**config.mk**
```make
export PLATFORM = sky130hd
export DESIGN_NAME = rau_ctrl
export DESIGN_NICKNAME = d
export VERILOG_FILES = /design/src/design/rau_pkg.sv /design/src/design/rau_ctrl.sv
export SDC_FILE = /design/constraint.sdc
export NUM_CORES = 1
export LEC_CHECK = 0
export BUFFER_PORTS_ARGS = -buffer_cell sky130_fd_sc_hd__buf_2
export CORE_AREA = 2 2 39 41
export DETAILED_ROUTE_END_ITERATION = 8
export DIE_AREA = 0 0 41 43
export SETUP_SLACK_MARGIN = 0.05
export SLEW_MARGIN = 10
export SYNTH_ARGS = -nofsm -noshare
export SYNTH_HDL_FRONTEND = slang
export SYNTH_SLANG_ARGS = --single-unit
```
**constraint.sdc**
```tcl
create_clock -name clk -period 2.7 [get_ports clk]
set_clock_uncertainty 0.2 [all_clocks]
set_input_delay 0.54 -clock clk [delete_from_list [all_inputs] [get_ports clk]]
set_output_delay 0.54 -clock clk [all_outputs]
set_load 0.02 [all_outputs]
```
**src/design/rau_pkg.sv**
```systemverilog
// Shared types and constants for the rational arithmetic unit.
`default_nettype none
package rau_pkg;
	localparam logic [2:0] OP_ADD = 3'd0;
	localparam logic [2:0] OP_SUB = 3'd1;
	localparam logic [2:0] OP_MUL = 3'd2;
	localparam logic [2:0] OP_DIV = 3'd3;
	localparam logic [2:0] OP_LT  = 3'd4;
	localparam logic [2:0] OP_EQ  = 3'd5;

	localparam logic [1:0] ST_OK   = 2'd0;
	localparam logic [1:0] ST_ZERO = 2'd1;
	localparam logic [1:0] ST_OVF  = 2'd2;

	typedef enum logic [2:0] {
		S_IDLE,
		S_MUL,
		S_SUM,
		S_GCD,
		S_DIV,
		S_FIN,
		S_OUT
	} state_t;

	typedef struct packed {
		logic load;
		logic mul;
		logic sum;
		logic gcd_step;
		logic div_start;
		logic div_step;
		logic fin;
	} cmd_t;

	typedef struct packed {
		logic early;
		logic gcd_done;
		logic div_done;
	} sts_t;
endpackage
`default_nettype wire

```
**src/design/rau_ctrl.sv**
```systemverilog
// Sequencer for the rational arithmetic unit.
`default_nettype none
module rau_ctrl (
	input  wire logic          clk,
	input  wire logic          arst_n,
	input  wire logic          in_fire,
	input  wire logic          out_fire,
	input  wire rau_pkg::sts_t sts,
	output rau_pkg::cmd_t      cmd,
	output logic               busy,
	output logic               out_valid
);
	rau_pkg::state_t state_q, state_d;

	always_ff @(posedge clk or negedge arst_n) begin
		if (!arst_n) state_q <= rau_pkg::S_IDLE;
		else state_q <= state_d;
	end

	always_comb begin
		state_d = state_q;
		unique case (state_q)
			rau_pkg::S_IDLE: if (in_fire) state_d = rau_pkg::S_MUL;
			rau_pkg::S_MUL:  state_d = rau_pkg::S_SUM;
			rau_pkg::S_SUM:  state_d = sts.early ? rau_pkg::S_OUT : rau_pkg::S_GCD;
			rau_pkg::S_GCD:  if (sts.gcd_done) state_d = rau_pkg::S_DIV;
			rau_pkg::S_DIV:  if (sts.div_done) state_d = rau_pkg::S_FIN;
			rau_pkg::S_FIN:  state_d = rau_pkg::S_OUT;
			rau_pkg::S_OUT:  if (out_fire) state_d = rau_pkg::S_IDLE;
			default:         state_d = rau_pkg::S_IDLE;
		endcase
	end

	always_comb begin
		cmd = '0;
		unique case (state_q)
			rau_pkg::S_IDLE: cmd.load = in_fire;
			rau_pkg::S_MUL:  cmd.mul = 1'b1;
			rau_pkg::S_SUM:  cmd.sum = 1'b1;
			rau_pkg::S_GCD: begin
				cmd.gcd_step = !sts.gcd_done;
				cmd.div_start = sts.gcd_done;
			end
			rau_pkg::S_DIV:  cmd.div_step = 1'b1;
			rau_pkg::S_FIN:  cmd.fin = 1'b1;
			default: ;
		endcase
	end

	assign busy = (state_q != rau_pkg::S_IDLE);
	assign out_valid = (state_q == rau_pkg::S_OUT);
endmodule
`default_nettype wire

```
==> flow_metrics.env, run 1 <==
export IMPL_drive_gt1_share_pct=51.1
export IMPL_drv_slew=0
export IMPL_postRouteAntennaNets=0
export IMPL_pre_cts_slack_ns=0.829
export IMPL_root_buffer="clkbuf_4"
export IMPL_p_per_area_nw_per_um2=1150
export IMPL_clockPowerShare_pct=18.2
export IMPL_tightest_slew_ns=0.347
export IMPL_cts_path_max_buffers=2
export IMPL_hold_viol_final=0
export IMPL_final_setup_viol_count=0
export IMPL_path_max_fanout=12
export IMPL_syn_area_um2=256
export IMPL_first_global_vias=190
export IMPL_core_area_um2=1380
export IMPL_routed_wl_um=589
export IMPL_synth_fp_nets=35
export IMPL_p_leak_nw=0.193
export IMPL_die_w_um=41
export IMPL_largest_reg_flops=3
export IMPL_maxCapViolations=0
export IMPL_power_total_mw=0.431
export IMPL_drc=0
export IMPL_hp_class="in2async"
export IMPL_whs_ns=0.426
export IMPL_max_slew_margin_rel_pct=76.9
export IMPL_synth_compound_area_share_pct=8.29
export IMPL_combPwrFrac_pct=51.7
export IMPL_die_area_um2=1760
export IMPL_start_kind="flip-flop"
export IMPL_track_usage_pct=6.74
export IMPL_rsz0062_at_grt="false"
export IMPL_dp_hpwl_um=431
export IMPL_placed_cell_area_um2=338
export IMPL_cts_tree="yes"
export IMPL_period_share_pct=78.2
export IMPL_switching_share_pct=45.3
export IMPL_final_common_cell="buf_2"
export IMPL_firstDrtPassIters=4
export IMPL_initial_utilization_pct=18.5
export IMPL_largest_registers="state_q: 3 flops"
export IMPL_cp_top_family="simple AND/OR/NAND/NOR gates"
export IMPL_min_period_ns=2.11
export IMPL_path_clk_slew_ns=0.04
export IMPL_cp_cell_sequence="or3_1, nor2_1, buf_2"
export IMPL_path_depth=3
export IMPL_utilization_pct=27.0
export IMPL_synthAdderAreaFrac_pct=0
export IMPL_num_antenna_cells=0
export IMPL_dp_cells=56
export IMPL_synth_xor_area_share_pct=0
export IMPL_ir_drop_mv=0.463
export IMPL_overflow=0
export IMPL_end_kind="output port"
export IMPL_vias_per_cell=4.07
export IMPL_tns_ns=0
export IMPL_netSwitchingPower_mw=0.195
export IMPL_port_buffers=15
export IMPL_syn_avg_cell_area_um2=9.16
export IMPL_synth_warning_count=0
export IMPL_final_cell_mix="buf_2, nor3b_1, nor2_1, clkbuf_4, dfrtp_1"
export IMPL_r2r_cells=2
export IMPL_ys_ff_latch=3
export IMPL_cts_hold_buffers=1
export IMPL_post_cts_setup_buffer_count=0
export IMPL_synth_simple_area_share_pct=46.8
export IMPL_die_y_um=43
export IMPL_synthCells=28
export IMPL_max_freq_mhz=474
export IMPL_clock_sinks=3
export IMPL_grt_max_degree=16
export IMPL_gp_congestion=0.644
export IMPL_seq_area_frac_synth_pct=29.3
export IMPL_p_int_mw=0.236
export IMPL_synthMuxAreaShare_pct=8.78
export IMPL_largest_register="state_q"
export IMPL_io_pins=16
export IMPL_worstSkewPairLatency_ns=0.23
export IMPL_synthToLayoutAreaGrowth_pct=45.9
export IMPL_wl_per_cell_um=9.66
export IMPL_cp_data_required_time_ns=1.96
export IMPL_dr_first_iter_drc_count=1
export IMPL_nets=53
export IMPL_grt_pass1_wl_um=779
export IMPL_cts_buffers=3
export IMPL_cts_resized=0
export IMPL_htreeDepth=1
export IMPL_final_area_um2=374
export IMPL_synth_cell_types=19
export IMPL_critPathKind="reg2out"
export IMPL_run_status="complete, no violations"
export IMPL_vias=248
export IMPL_worstPathArrival_ns=1.37
export IMPL_stdcell_count=61
export IMPL_synth_top_family_by_area="simple AND/OR/NAND/NOR gates"
export IMPL_crit_buf_inv=1
export IMPL_seqPwrFrac_pct=30.1
export IMPL_cp_slowest_cell="dfrtp_1"
export IMPL_grt_antenna_before_repair=0
export IMPL_rows=14
export IMPL_cp_slowest_stage_delay_ns=0.48
export IMPL_worst_slack_ns=0.589
-- worst reg2reg max path: stages, from the launching register on --
cell and delay [ns]:
dfrtp_1 0.54, and4b_4 0.26, or4_1 0.53
-- logic make-up (layout without fill, tap and decap cells) --
group,count (synthesis),after routing
AOI/OAI and AO/OA,3,3
DFF,3,3
muxes,2,2
and+or+nand+nor,16,16
buffers and inverters,4,21
-- cell usage after synthesis --
master,n,area share (%)
nor2b_1,1,2.4
or3_1,1,2.4
and2_1,1,2.4
inv_1,1,1.5
and3b_1,1,3.4
mux2_2,2,8.8
nand2_1,1,1.5
nor2_1,3,4.4
clkbuf_1,1,1.5
nor4b_1,1,3.4
a211o_1,1,3.4
a21boi_0,1,2.9
and4bb_2,2,9.8
buf_2,2,3.9
dfrtp_1,3,29
o21ai_0,1,1.9
nor3b_1,3,8.8
or4_1,1,2.9
and4b_4,1,5.4
-- final timing paths --
kind	slack, ns	from	endpoint
hold reg to reg	0.57	state_q[1]	state_q[2]
setup / recovery	0.59	state_q[0]	cmd[6]
max in group asynchronous	1.77	arst_n	state_q[2]
setup reg to reg	1.03	state_q[2]	state_q[2]
min in group clk	0.48	sts[0]	state_q[0]
hold / removal	0.43	arst_n	state_q[1]
-- layout make-up --
type	instances	area [um2]
clock buffer	4	26.3
fill	159	1010
inverter	1	3.75
multi-input combinational	21	164
sequential	3	75.1
tap	16	20.0
timing repair buffer	16	85.1
-- power groups by stage --
stage	clock (mW)	combinational (mW)	sequential (mW)
global placement	0	0.223	0.127
detailed placement	0	0.225	0.130
global route	0.0886	0.240	0.138
finish	0.0782	0.223	0.130
floorplan	0	0.212	0.0836
CTS	0.0833	0.226	0.130
-- layer usage --
metal	part of all wire (%)	wire [um]	GRT usage (%)
met1	48	281	9.39
met2	45	264	8.13
met3	7.3	43	1.57
met4	0	0	6.00
met5	0	0	0
Note: power is estimated with default switching activity, not from simulation.
==> run 2: changes to the inputs <==
Clock period 2.7 ns to 2.1 ns, I/O delays scaled along.
==> run 2 against run 1 <==
Net effect:
- hold slack lost 0.12 ns
- wire length rose by 2.0%
- final cell count unchanged
- global-route usage up 0.21 points
- clock power up 29%
- core utilization rose by 0.27 points
- register-to-register slack lost 0.50 ns
==> flow_metrics.env, run 2 (synthesis results as in run 1) <==
export IMPL_grt_pass1_wl_um=793
export IMPL_synthToLayoutAreaGrowth_pct=47.3
export IMPL_maxCapViolations=0
export IMPL_rows=14
export IMPL_first_global_vias=221
export IMPL_overflow=0
export IMPL_track_usage_pct=6.95
export IMPL_clock_sinks=3
export IMPL_tightest_slew_ns=0.245
export IMPL_hp_class="in2async"
export IMPL_netSwitchingPower_mw=0.252
export IMPL_vias=256
export IMPL_cts_tree="yes"
export IMPL_p_leak_nw=0.190
export IMPL_gp_congestion=0.661
export IMPL_max_freq_mhz=507
export IMPL_cp_cell_sequence="or3_1, nor2_1, buf_2"
export IMPL_drc=0
export IMPL_switching_share_pct=44.9
export IMPL_hold_viol_final=0
export IMPL_initial_utilization_pct=18.5
export IMPL_cts_buffers=3
export IMPL_port_buffers=15
export IMPL_final_cell_mix="buf_2, nor3b_1, nor2_1, clkbuf_4, dfrtp_2"
export IMPL_cts_path_max_buffers=2
export IMPL_worstSkewPairLatency_ns=0.23
export IMPL_ir_drop_mv=0.586
export IMPL_io_pins=16
export IMPL_cp_slowest_stage_delay_ns=0.47
export IMPL_r2r_cells=2
export IMPL_clockPowerShare_pct=17.9
export IMPL_p_per_area_nw_per_um2=1490
export IMPL_final_common_cell="buf_2"
export IMPL_largest_register="state_q"
export IMPL_combPwrFrac_pct=51.0
export IMPL_fillCellCount=151
export IMPL_run_status="complete, no violations"
export IMPL_die_w_um=41
export IMPL_num_antenna_cells=0
export IMPL_drive_gt1_share_pct=57.8
export IMPL_end_kind="output port"
export IMPL_path_clk_slew_ns=0.04
export IMPL_p_int_mw=0.309
export IMPL_period_share_pct=93.9
export IMPL_min_period_ns=1.97
export IMPL_cp_slowest_cell="dfrtp_2"
export IMPL_wl_per_cell_um=9.85
export IMPL_die_area_um2=1760
export IMPL_nets=53
export IMPL_dr_first_iter_drc_count=4
export IMPL_path_max_fanout=12
export IMPL_routed_wl_um=601
export IMPL_grt_antenna_before_repair=0
export IMPL_core_area_um2=1380
export IMPL_drv_slew=0
export IMPL_rsz0062_at_grt="false"
export IMPL_cp_data_required_time_ns=1.48
export IMPL_largest_registers="state_q: 3 flops"
export IMPL_dp_hpwl_um=430
export IMPL_seqPwrFrac_pct=31.1
export IMPL_htreeDepth=1
export IMPL_tns_ns=0
export IMPL_vias_per_cell=4.20
export IMPL_root_buffer="clkbuf_4"
export IMPL_regArea_um2=78.8
export IMPL_firstDrtPassIters=2
export IMPL_worstPathArrival_ns=1.35
export IMPL_postRouteAntennaNets=0
export IMPL_dp_cells=56
export IMPL_critPathKind="reg2out"
export IMPL_die_y_um=43
export IMPL_start_kind="flip-flop"
export IMPL_grt_max_degree=16
export IMPL_largest_reg_flops=3
export IMPL_max_slew_margin_rel_pct=83.4
export IMPL_multi_input_area_um2=164
export IMPL_stdcell_count=61
export IMPL_final_setup_viol_count=0
## run 2: power groups by stage
stage / combinational (mW) / clock (mW) / sequential, mW
after floorplan: 0.273 / 0 / 0.107
after global placement: 0.287 / 0 / 0.164
after detailed placement: 0.289 / 0 / 0.166
after CTS: 0.291 / 0.108 / 0.165
after global routing: 0.305 / 0.113 / 0.188
final: 0.286 / 0.101 / 0.175
## run 2: stage by stage
| step | worst slack (ns) | utilization, % | power (mW) | area [um2] | hold WS (ns) |
|---|---|---|---|---|---|
| floorplan | 0.141 | - | 0.380 | 256 | -0.0756 |
| global placement | 0.363 | 24.4 | 0.451 | 338 | 0.0185 |
| detailed placement | 0.339 | 24.4 | 0.455 | 338 | 0.0177 |
| CTS | 0.0850 | 27.0 | 0.563 | 374 | 0.295 |
| global route | 0.0634 | 27.3 | 0.606 | 378 | 0.308 |
| finish | 0.127 | 27.3 | 0.561 | 378 | 0.304 |
## run 2: worst max-delay path: cells and delay by family, from the launching register on
| kind | cells | cell delay [ns] |
|---|---|---|
| flip-flops | 1 | 0.47 |
| AND/OR/NAND/NOR | 2 | 0.49 |
| buffers and inverters | 1 | 0.16 |
## run 2: path summary, 6_finish.rpt
kind | start | to | slack, ns
hold / removal | arst_n | state_q[1] | 0.30
setup reg to reg | state_q[2] | state_q[2] | 0.53
setup / recovery | state_q[0] | cmd[6] | 0.13
max in group asynchronous | arst_n | state_q[0] | 1.28
min in group clk | sts[0] | state_q[0] | 0.35
hold reg to reg | state_q[0] | state_q[1] | 0.48
## run 2: final cells by class
class | instances | share of cell area (%)
clock buffer | 4 | 6.95
inverter | 1 | 0.993
multi-input combinational | 21 | 43.4
sequential | 3 | 20.9
tap | 16 | 5.30
timing repair buffer | 16 | 22.5
## run 2: repair_timing
action | in CTS | in global routing
hold buffers | 1 | 0
resized for setup | 0 | 3
endpoints found under the hold margin | 3 | 0
setup endpoints to repair | 0 | 1
setup buffers | 0 | 0
## run 2: routing by layer
layer	GRT usage [%]	part of all wire [%]	routed length (um)	up-vias
met2	9.69	48	286	10
met1	7.47	43	259	111
li1	-	-	-	135
met4	8.00	0	0	0
met5	0	0	0	-
met3	1.57	9.2	55	0
==> run 3: changes to the inputs <==
Settings changed: CTS_CLUSTER_DIAMETER set to 60, REMOVE_ABC_BUFFERS set to 1.
==> run 3 against run 2 <==
Net effect:
- maximum frequency is 1.7% higher
- sequential share of layout area is 0.80 points lower
- critical endpoint unchanged
- sequential power is 9.7% lower
- combinational power is 14% higher
- register-to-register slack worse by 0.05 ns
- non-clock buffer count is 2 higher
- critical path type unchanged
- count of clock-buffer cells in the layout stayed put
- final area is 4.0% higher
- die area stayed put
- clock power hardly changed
==> flow_metrics.env, run 3 (synthesis results as in run 1) <==
export IMPL_p_int_mw=0.329
export IMPL_min_period_ns=1.94
export IMPL_regToRegEndpoint="state_q[2]"
export IMPL_overflow=0
export IMPL_worstSkewPairLatency_ns=0.23
export IMPL_hold_viol_final=0
export IMPL_largest_register="state_q"
export IMPL_placed_cell_area_um2=338
export IMPL_num_antenna_cells=0
export IMPL_maxCapViolations=0
export IMPL_largest_reg_flops=3
export IMPL_dr_first_iter_drc_count=2
export IMPL_gp_congestion=0.626
export IMPL_core_area_um2=1380
export IMPL_first_global_vias=232
export IMPL_path_max_fanout=13
export IMPL_ir_drop_mv=0.456
export IMPL_rr_startpoint="state_q[0]"
export IMPL_p_leak_nw=0.200
export IMPL_cp_slowest_stage_delay_ns=0.46
export IMPL_routed_wl_um=612
export IMPL_final_common_cell="buf_2"
export IMPL_switching_share_pct=43.5
export IMPL_run_status="complete, no violations"
export IMPL_grt_antenna_before_repair=0
export IMPL_cts_buffers=3
export IMPL_root_buffer="clkbuf_4"
export IMPL_cp_cell_sequence="or3_1, nor2_1, buf_2"
export IMPL_drc=0
export IMPL_io_pins=16
export IMPL_power_total_mw=0.582
export IMPL_rsz0062_at_grt="false"
export IMPL_track_usage_pct=7.84
export IMPL_die_w_um=41
export IMPL_clock_sinks=3
export IMPL_tightest_slew_ns=0.264
export IMPL_cp_top_family="simple AND/OR/NAND/NOR gates"
export IMPL_largest_registers="state_q: 3 flops"
export IMPL_cts_path_max_buffers=2
export IMPL_postRouteAntennaNets=0
export IMPL_netSwitchingPower_mw=0.253
export IMPL_synthToLayoutAreaGrowth_pct=53.2
export IMPL_hp_class="in2async"
export IMPL_end_kind="output port"
export IMPL_r2r_cells=3
export IMPL_vias=268
export IMPL_reg2reg_slack_ns=0.48
export IMPL_worstPathArrival_ns=1.32
export IMPL_grt_pass1_wl_um=931
export IMPL_cts_tree="yes"
export IMPL_drive_gt1_share_pct=59.6
export IMPL_die_area_um2=1760
export IMPL_max_slew_margin_rel_pct=82.1
export IMPL_cp_data_required_time_ns=1.48
export IMPL_critPathKind="reg2out"
export IMPL_firstDrtPassIters=2
export IMPL_clockPowerShare_pct=17.0
export IMPL_p_per_area_nw_per_um2=1480
export IMPL_wl_per_cell_um=9.71
export IMPL_crit_buf_inv=1
export IMPL_port_buffers=15
export IMPL_grt_max_degree=16
export IMPL_start_kind="flip-flop"
export IMPL_seqPwrFrac_pct=27.2
export IMPL_rows=14
export IMPL_tns_ns=0
export IMPL_vias_per_cell=4.25
export IMPL_drv_slew=0
export IMPL_htreeDepth=1
export IMPL_final_cell_mix="buf_2, nor3b_1, nor2_1, clkbuf_4, dfrtp_2"
export IMPL_period_share_pct=92.4
export IMPL_final_area_um2=393
export IMPL_final_setup_viol_count=0
export IMPL_combPwrFrac_pct=55.9
export IMPL_initial_utilization_pct=18.5
export IMPL_cp_slowest_cell="dfrtp_2"
export IMPL_die_y_um=43
export IMPL_max_freq_mhz=515
export IMPL_nets=55
export IMPL_path_clk_slew_ns=0.04
## run 3: layer usage
metal | up-vias | global-route usage, % | wire, um
met5 | - | 0 | 0
met4 | 0 | 6.00 | 0
met3 | 0 | 2.62 | 72
met2 | 11 | 10.9 | 295
met1 | 118 | 9.35 | 245
li1 | 139 | - | -
## run 3: final cells by class
cell class	count	area [um2]
sequential	3	78.8
inverter	1	3.75
multi-input combinational	21	164
fill	157	991
timing repair buffer	18	100
clock buffer	4	26.3
tap	16	20.0
## run 3: how the worst max path moves through the flow
stage          startpoint      to  cells past startpoint
3_3_place_gp   state_q[0]  cmd[6]                      3
4_1_cts        state_q[0]  cmd[6]                      3
5_1_grt        state_q[1]  cmd[6]                      3
6_report       state_q[1]  cmd[6]                      3
3_5_place_dp   state_q[0]  cmd[6]                      3
2_1_floorplan  state_q[0]  cmd[6]                      2
## run 3: power by group through the flow
stage	sequential [mW]	combinational (mW)	clock (mW)
final	0.158	0.325	0.0987
after global routing	0.167	0.360	0.106
after CTS	0.166	0.289	0.106
after detailed placement	0.167	0.287	0
after global placement	0.163	0.286	0
after floorplan	0.146	0.213	0
## run 3: repair_timing
item	in CTS	in global routing
resized for setup	0	3
hold buffers	1	0
endpoints found under the hold margin	3	0
setup buffers	0	2
setup endpoints to repair	0	1
## run 3: metrics by stage
step           util [%]  std cells  hold WS [ns]  setup WS [ns]
2_1_floorplan         -         25       -0.0756          0.201
3_3_place_gp       24.4         56        0.0171          0.371
3_5_place_dp       24.4         56        0.0193          0.341
4_1_cts            27.0         61         0.304         0.0884
5_1_grt            28.4         63         0.323         0.0658
6_report           28.4         63         0.313          0.160
